<file path="config.mk">
export PLATFORM = sky130hd
export DESIGN_NAME = rdcw_ram
export DESIGN_NICKNAME = d
export VERILOG_FILES = /design/src/design/rdcw_ram.sv
export SDC_FILE = /design/constraint.sdc
export NUM_CORES = 1
export LEC_CHECK = 0
export BUFFER_PORTS_ARGS = -buffer_cell sky130_fd_sc_hd__buf_2
export CAP_MARGIN = 20
export CELL_PAD_IN_SITES_DETAIL_PLACEMENT = 1
export CELL_PAD_IN_SITES_GLOBAL_PLACEMENT = 2
export CORE_AREA = 8 8 131 133
export DETAILED_ROUTE_END_ITERATION = 8
export DIE_AREA = 0 0 139 141
export PLACE_DENSITY = 0.63
export SETUP_SLACK_MARGIN = 0.1
export SLEW_MARGIN = 0
export SYNTH_ARGS = -nofsm -noshare
export SYNTH_HDL_FRONTEND = slang
export SYNTH_SLANG_ARGS = --single-unit
</file>
<file path="constraint.sdc">
create_clock -name clk -period 3.97 [get_ports clk]
set_input_delay 0.397 -clock clk [delete_from_list [all_inputs] [get_ports clk]]
set_output_delay 0.397 -clock clk [all_outputs]
set_load 0.02 [all_outputs]
</file>
<file path="src/design/rdcw_ram.sv">
// ----------------------------------------------------------------------------
// rdcw_ram: generic single-write, single-read RAM
// One write port and one read port; the read data is registered.
// ----------------------------------------------------------------------------
module rdcw_ram #(
  parameter int WIDTH = 8,
  parameter int DEPTH = 16,
  localparam int ADDR_W = (DEPTH > 1) ? $clog2(DEPTH) : 1
) (
  input  logic              clk,
  input  logic              we,
  input  logic [ADDR_W-1:0] waddr,
  input  logic [WIDTH-1:0]  wdata,
  input  logic [ADDR_W-1:0] raddr,
  output logic [WIDTH-1:0]  rdata
);

  logic [WIDTH-1:0] mem [DEPTH];

  always_ff @(posedge clk) begin
    if (we) begin
      mem[waddr] <= wdata;
    end
    rdata <= mem[raddr];
  end

endmodule

</file>
* After elaboration in Yosys (flattened, before gate mapping)
Memory sizes are Yosys's and may differ from the RTL's. A register that Yosys moved wholly into a read port is not among the register bits. Cells that the tools add are included.
Storage, ports and cells: output and inout port bits 8, input bits 18, bits in writable memories 128, memories 1, register bits 0
Operators by class: muxes and demuxes 2
Memory list:
- mem | words 16, width 8, rd ports 1, clocked after memory_dff 1, wr ports 1, line 18 | logic [WIDTH-1:0] mem [DEPTH];
Operator list (number):
- $mux W1 | 2

* Logic depth before layout (Yosys ltp)
Gate-level depths: netlist (run 1).
depth in word-level cells 2, gate-level depth with buffers 5, gate-level depth less buffers 3

* Worst setup path before layout (run 1)
Ideal clock, no wire load.
path kind in2reg, start input port waddr[2], end memory mem[0][0] (enable), data required time 3.587 ns, setup slack 2.080 ns, path buffers 0, cell stages on the path 2, arrival time 1.507 ns, cell sequence or3b_2 -> nor3_1
RTL lines:
- start: declaration | line 12 | input logic [ADDR_W-1:0] waddr,
- end: declaration | line 18
Straight into the memory's write port.

==> results.md, run 1 <==
- The count of mapped cells out of synthesis is 229.
- The worst path buffer plus inverter count is 2.
- Summing all flip-flop and latch instances after layout gives 4004 sq um.
- The maximum root-to-sink buffer count is 2.
- The clock-pin slew reported for the worst setup and hold paths after clock tree synthesis is 60 ps.
- The post-cts sizing count is 0.
- STA classifies the critical path startpoint as an input port.
- The congestion estimate from routability-driven global placement came to 0.6416.
- The number of endpoints with negative hold slack in the final report is 0.
- Subtracting the final worst setup slack from the clock period gives 1942 ps.
- Setup total negative slack on the finished layout was measured at 0 ps.
- Summing all placed instances gives a cell area of 5456 sq um.
- The count of synthesis-stage warnings from yosys is 0.
- The worst path required time is 4260 ps.
- Based on the critical path, the design can be clocked at up to 514.8 MHz.
- The detail-routed net length per standard cell is 22.68 microns.
- The final max-slew violation count was 0.
- Once the floorplan was initialized, standard cells occupied 34.37% of the core.
- The total congestion overflow is 0.
- Net switching is 23.00% of the power.
- The critical path capture point type is a flip-flop.
- The leading cell type in the layout, fill and taps excluded is sky130_fd_sc_hd__edfxtp_1.
- The first global-routing pass estimated 15900 microns of wire.
- The arrival time of data at the critical path endpoint is 2230 ps.
- In the final layout, the multi-input gates occupy 1062 sq um.
- The worst register-to-register path has a depth of 3.
- In this run, flip-flops and latches consume 50.0% of the power.
- The total number of clock tree sinks is 136.
- The maximum vdd drop is 0.2832 mV.
- The number of clock buffers inserted by TritonCTS is 17.
- The via count is 2353.
- The via count of the first global-routing pass was 2587.
- The analysis attributes to cell leakage a power of 1.988 nW.
- From bottom edge to top edge, the die measures 141 microns.
- The number of distinct standard cells referenced by the synthesized netlist is 19.
- Traced cell by cell, the critical path runs through buf_2, buf_4, mux4_1, a22oi_1, nand2_1.
- The kind of cell with the highest combined delay along the critical path is buffers and inverters.
- The start-to-end type of the worst setup path is input port to flip-flop.
- The max-slew headroom at the worst pin is 30.34%.
- The total number of H-tree levels is 4.
- The number of buffers inserted for hold repair after clock tree synthesis is 0.
- The region available for standard cell placement spans 14980 sq um.
- Setup violations remaining at the end of the flow were counted as 0.
- Setup repair after global routing left no endpoint under its margin.
- The clock reaches the later pin of the worst-skew pair after 410 ps.
- In this run, the combinational gates consume 4.8% of the power.
- The first TritonRoute pass finished after 4 iterations.
- The clock network fraction of total power is 45.2%.
- For the final database, setup skew stands at 7.143 ps.
- The final net count is 285.
- The die area is 19600 sq um.
- The average cell area after synthesis is 22.48 sq um.
- The pre-CTS setup slack is 1546 ps.
- Of the available clock period, the critical path in the final layout requires 48.93%.
- The type of the most critical hold path is input port to flip-flop.
- Across the run, the number of max-cap violations was 0.
- Of the cells placed in the final design, the portion with a size suffix greater than 1 is 28.93%.
- The maximum fanout count along the critical path is 25.
- TritonCTS built the clock tree.
- The flow ran to the end, and the final reports show no timing, DRC or antenna violations.
- The worst hold slack is 369.4 ps.
- Setup slack closes at 2028 ps.
- The number of antenna violations at the first check in global routing is 0.
- Entering global routing, the biggest net connects 33 pins.
- Dividing total power by cell area gives a power density of 536.5 nW/um^2.
- The synthesis-to-finish area growth is 16.84%.
- The final-layout fill cell count is 1420.
- The number of core rows is 45.
- The total number of cells along the worst setup path is 5.
- The half-perimeter wire length after placement is 6532 microns.
- The slowest cell on the critical path is sky130_fd_sc_hd__buf_2.
- After clock tree synthesis, the setup repair step added 0 buffers.
- The library cell used as clock root buffer is sky130_fd_sc_hd__clkbuf_16.
- In the routed design, unresolved DRC markers number 0.
- The global routing usage summed across all routing layers is 11.40%.
- At the pin with the least slew margin, the transition time is 1041 ps.
- The net switching power is 0.0007421 W.
- The number of nets in the synthesized netlist is 247.
- Counting instances, the worst hold path has a depth of 1.
- The synthesized netlist occupies a cell area of 5147 sq um.
- The cell-internal power is 0.002485 W.
- The number of design-rule violations left by the first detailed-router iteration is 150.
- Once detail routing completed, the nets flagged for antenna violations numbered 0.
- The number of antenna repair diodes is 0.
- Once layout is done, the placed cells without fillers occupy 6015 sq um.
- The largest single stage delay on the critical path is 660 ps.
- During I/O placement, the number of pins put on the boundary was 26.
- In the layout the commonest cells are 128 x sky130_fd_sc_hd__edfxtp_1, 25 x sky130_fd_sc_hd__buf_2, 18 x sky130_fd_sc_hd__mux4_2, 17 x sky130_fd_sc_hd__clkbuf_16, 16 x sky130_fd_sc_hd__a22oi_1.
- Dividing the detail-routed via count by the number of cells gives 5.028.
- In this run, synthesis produced a sequential element count of 136.
- The wire length reported by the detailed router is 10620 microns.
- The floorplan die width is 139 microns.
- The share of the yosys chip area belonging to registers is 77.78%.
- Input and output buffers added on the ports amount to 25.
stage by stage:
stage	power, W	util (%)	std cells
finish	0.003227	40.16	468
global route	0.003329	40.16	468
CTS	0.003260	40.16	468
detailed placement	0.001802	36.43	436
global placement	0.001797	36.43	436
floorplan	0.001735	-	229
cells by family after synthesis:
family | synth area share (%)
buffers and inverters | 1.677
AOI/OAI and AO/OA | 2.334
and+or+nand+nor | 3.184
DFF | 77.78
muxes | 15.02
area by class of cell:
cell class	instances	area share, %
tap	188	3.911
timing repair buffer	29	2.580
clock inverter	15	2.205
multi-input combinational	83	17.66
clock buffer	17	7.073
sequential	136	66.57
cells in the mapped netlist, drive strengths merged:
cell type | n | area [sq um]
edfxtp | 128 | 3844
mux4 | 32 | 773.2
a22oi | 16 | 120.1
nor2 | 13 | 48.80
nand2 | 9 | 33.78
dfxtp | 8 | 160.2
buf | 7 | 56.30
nor3 | 4 | 20.02
clkdlybuf4s25 | 3 | 30.03
nand2b | 2 | 12.51
nand3b | 2 | 15.01
and2 | 1 | 6.260
and2b | 1 | 7.510
nand3 | 1 | 5.000
nor2b | 1 | 6.260
or3b | 1 | 8.760
final timing paths:
check	start	end	slack (ps)
max	raddr[0]	rdata[3]$_DFF_P_	2030
min	wdata[1]	mem[6][1]$_DFFE_PP_	370
max reg2reg	mem[11][3]$_DFFE_PP_	rdata[3]$_DFF_P_	2570
min reg2reg	mem[5][2]$_DFFE_PP_	rdata[2]$_DFF_P_	680
flip-flops by register name, indices dropped and copies added, names as in the netlist:
| name | cells |
|---|---|
| mem | 128 |
| rdata | 8 |
routing by layer:
metal / track usage (%) / part of all wire, % / up-vias
met1: 13.53 / 45 / 1235
met5: 0 / 0 / -
met3: 3.579 / 3.9 / 7
li1: - / - / 1059
met4: 4.853 / 1.0 / 0
met2: 18.89 / 50 / 52
power by group through the flow:
stage,clock network (W),registers (W),logic (W)
finish,0.00146,0.00161,0.000154
global placement,0,0.00164,0.000154
detailed placement,0,0.00164,0.000158
CTS,0.00149,0.00161,0.000158
global route,0.00155,0.00162,0.000167
floorplan,0,0.00165,0.0000815
No activity file was read; power rests on OpenSTA's default activity.
==> run 2: changes to the inputs <==
--- a/config.mk
+++ b/config.mk
@@ -12,7 +12,7 @@
 export CORE_AREA = 8 8 131 133
 export DETAILED_ROUTE_END_ITERATION = 8
 export DIE_AREA = 0 0 139 141
-export PLACE_DENSITY = 0.63
+export PLACE_DENSITY = 0.65
 export SETUP_SLACK_MARGIN = 0.1
 export SLEW_MARGIN = 0
 export SYNTH_ARGS = -nofsm -noshare
==> constraint.sdc (replaced) <==
create_clock -name clk -period 1.7 [get_ports clk]
set_input_delay 0.17 -clock clk [delete_from_list [all_inputs] [get_ports clk]]
set_output_delay 0.17 -clock clk [all_outputs]
set_load 0.02 [all_outputs]
==> run 2 against run 1 <==
Net effect: power rose to 2.6 times the previous value; critical path depth shrank 2; non-clock buffer count grew 20; register-to-register slack lost 2200 ps; critical endpoint is now rdata[6]$_DFF_P_.
==> results.md, run 2 (synthesized netlist as in run 1, its figures left out) <==
- The via count is 2470 (+5.0%).
- The number of clock buffers inserted by TritonCTS is 17 (unchanged).
- The maximum fanout count along the critical path is 1 (-96%).
- The register name with the most flops is mem.
- The library cell used as clock root buffer is sky130_fd_sc_hd__clkbuf_16.
- The maximum vdd drop is 0.6908 mV (+140%).
- The worst path required time came to 2000 ps (-2260 ps).
- The number of design-rule violations left by the first detailed-router iteration is 176 (+17%).
- The via count of the first global-routing pass was 2672 (+3.3%).
- The number of max-capacitance violations reported is 0 (unchanged).
- The worst-margin pin slew is 475.3 ps (-565.8 ps).
- The final-layout fill cell count came to 1441 (+1.5%).
- For this design, the slowest cell found on the critical path is sky130_fd_sc_hd__mux4_2.
- The total negative setup slack is 0 ps (unchanged).
- The global routing usage summed across all routing layers is 12.37% (+0.97 points).
- The number of buffers inserted to repair setup after CTS came to 0 (unchanged).
- The highest cell delay on the worst timing path came to 460 ps (-200 ps).
- The floorplan die width is 139 microns (unchanged).
- The number of antenna violations at the first check in global routing is 0 (unchanged).
- The global routing usage on met1 came to 15.16% (+1.6 points).
- The final max-slew violation count is 0 (unchanged).
- The clock insertion delay at the later pin of the skew report came to 430 ps (+20 ps).
- The number of buffers inserted for hold repair after clock tree synthesis came to 0 (unchanged).
- The count of input and output buffers is 25 (unchanged).
- The detail-routed net length per standard cell is 23.10 microns (+1.8%).
- The worst hold slack is 129.5 ps (-239.9 ps).
- The count of final setup violators is 0 (unchanged).
- The worst path buffer plus inverter count is 0 (-2).
- The synthesis-to-finish area growth is 22.48%.
- The die area is 19600 sq um (unchanged).
- The worst setup path is of the flip-flop to flip-flop kind.
- The run finished with clean final reports.
- The maximum root-to-sink buffer count is 2 (unchanged).
- The routability congestion estimate from global placement is 0.6767 (+5.5%).
- The critical path capture point type is a flip-flop.
- The area of combinational cells with multiple inputs is 1062 sq um (unchanged).
- The clock-pin slew reported for the worst setup and hold paths after clock tree synthesis was 60 ps (about the same).
- The core region area is 14980 sq um (unchanged).
- The average vias per placed instance is 5.061 (+0.67%).
- The share of cells above drive strength 1 is 32.67% (+3.7 points).
- The count of nets left with antenna violations after detail routing is 0 (unchanged).
- TritonCTS built the clock tree.
- The number of search-and-repair iterations in the first detailed-routing pass was 5 (+1).
- The first-pass GRT wire length is 17130 microns (+7.7%).
- The total number of H-tree levels is 4 (unchanged).
- The final net count is 305 (+7.0%).
- The number of flip-flops under the largest register name is 128 (unchanged).
- The wire length reported by the detailed router is 11270 microns (+6.2%).
- The design area was 6305 sq um (+4.8%).
- The count of boundary I/O pins came to 26 (unchanged).
- The met3 routing resource usage after global routing was 4.389% (+0.81 points).
- The worst path needs 1377 ps of the cycle, external delays included.
- The pin count of the biggest net entering global routing came to 33 (unchanged).
- The sequential cell area in the final layout is 4004 sq um (unchanged).
- The library cell used most frequently in the layout, excluding fill and tap cells, is sky130_fd_sc_hd__edfxtp_1.
- The type of the most critical hold path is input port to flip-flop.
- Walking the worst path, the cells encountered are mux4_2, a22oi_1, nand2_1.
- The total leakage power is 2.154 nW (+8.4%).
- The total placed instance area came to 5644 sq um (+3.4%).
- The most congested layer reported by global routing is met2.
- In the final layout, the registers with the most flip-flops are mem x128, rdata x8.
- The max-slew headroom at the worst pin was 68.32% (+38 points).
- The number of design rule violations left after detail routing is 0 (unchanged).
- The number of endpoints with negative hold slack in the final report is 0 (unchanged).
- The height of the chip was 141 microns (unchanged).
- The total congestion overflow is 0 (unchanged).
- The number of antenna repair diodes is 0 (unchanged).
- The kind of launch point of the worst setup path is a flip-flop.
- Based on the critical path, the design can be clocked at up to 726.3 MHz.
- Setup repair after global routing left no endpoint under its margin.
- The initial core utilization was 34.37% (unchanged).
- The post-cts sizing count is 0 (unchanged).
- The total number of clock tree sinks is 136 (unchanged).
- The gate family responsible for the most delay along the worst path is multiplexers.
- The total power density per cell area is 1307 nW/um^2 (+140%).
- The global-route met2 utilization is 19.49% (+0.60 points).
- The number of core rows is 45 (unchanged).
- The worst setup skew after layout is 11.81 ps (+4.664 ps).
- The half-perimeter wire length after placement is 7080 microns (+8.4%).
- The arrival time of data at the critical path endpoint was 1680 ps (-550 ps).
- In the layout the commonest cells are 128 x sky130_fd_sc_hd__edfxtp_1, 25 x sky130_fd_sc_hd__buf_2, 21 x sky130_fd_sc_hd__buf_4, 18 x sky130_fd_sc_hd__mux4_2, 17 x sky130_fd_sc_hd__clkbuf_16.
- In the finished design, the share of the clock period the worst path needs comes to 80.99%.
==> run 2: power by group <==
part / internal, W / total [W] / switching [W]
Sequential: 0.00375 / 0.00377 / 0.0000203
Clock: 0.00275 / 0.00408 / 0.00133
Combinational: 0.000159 / 0.000388 / 0.000229
==> run 2: per-stage QoR <==
step / setup slack, ps / instances / total power (W) / utilization (%)
after global placement: 65.00 / 456 / 0.004225 / 37.69
final: 323.1 / 488 / 0.008240 / 42.10
after detailed placement: 62.67 / 456 / 0.004237 / 37.69
after CTS: 336.4 / 488 / 0.008335 / 42.10
after floorplan: 263.9 / 229 / 0.004053 / -
after global routing: 242.9 / 488 / 0.008485 / 42.10
==> run 2: cell type report <==
cell class	count	area share, %
Tap cell	188	3.731
Sequential cell	136	63.50
Clock inverter	12	3.552
Timing Repair Buffer	49	5.438
Multi-Input combinational cell	83	16.85
Clock buffer	20	6.926
==> run 2: layer usage <==
layer / wire [microns] / vias to the layer above
li1: - / 1094
met1: 5207 / 1310
met2: 5482 / 51
met3: 378 / 15
met4: 203 / 0
met5: 0 / -
==> run 2: final timing paths <==
check                                     startpoint  slack, ps  cells after the start                   end
worst min register to register  mem[14][6]$_DFFE_PP_        680                      3      rdata[6]$_DFF_P_
worst min-delay path                        wdata[3]        130                      1  mem[10][3]$_DFFE_PP_
worst max-delay path             mem[0][6]$_DFFE_PP_        320                      3      rdata[6]$_DFF_P_
worst max register to register   mem[0][6]$_DFFE_PP_        320                      3      rdata[6]$_DFF_P_
==> run 2: worst register-to-register path, stage by stage (launching register included) <==
cell,delay (ps)
sky130_fd_sc_hd__edfxtp_1,370
sky130_fd_sc_hd__mux4_2,460
sky130_fd_sc_hd__a22oi_1,330
sky130_fd_sc_hd__nand2_1,100
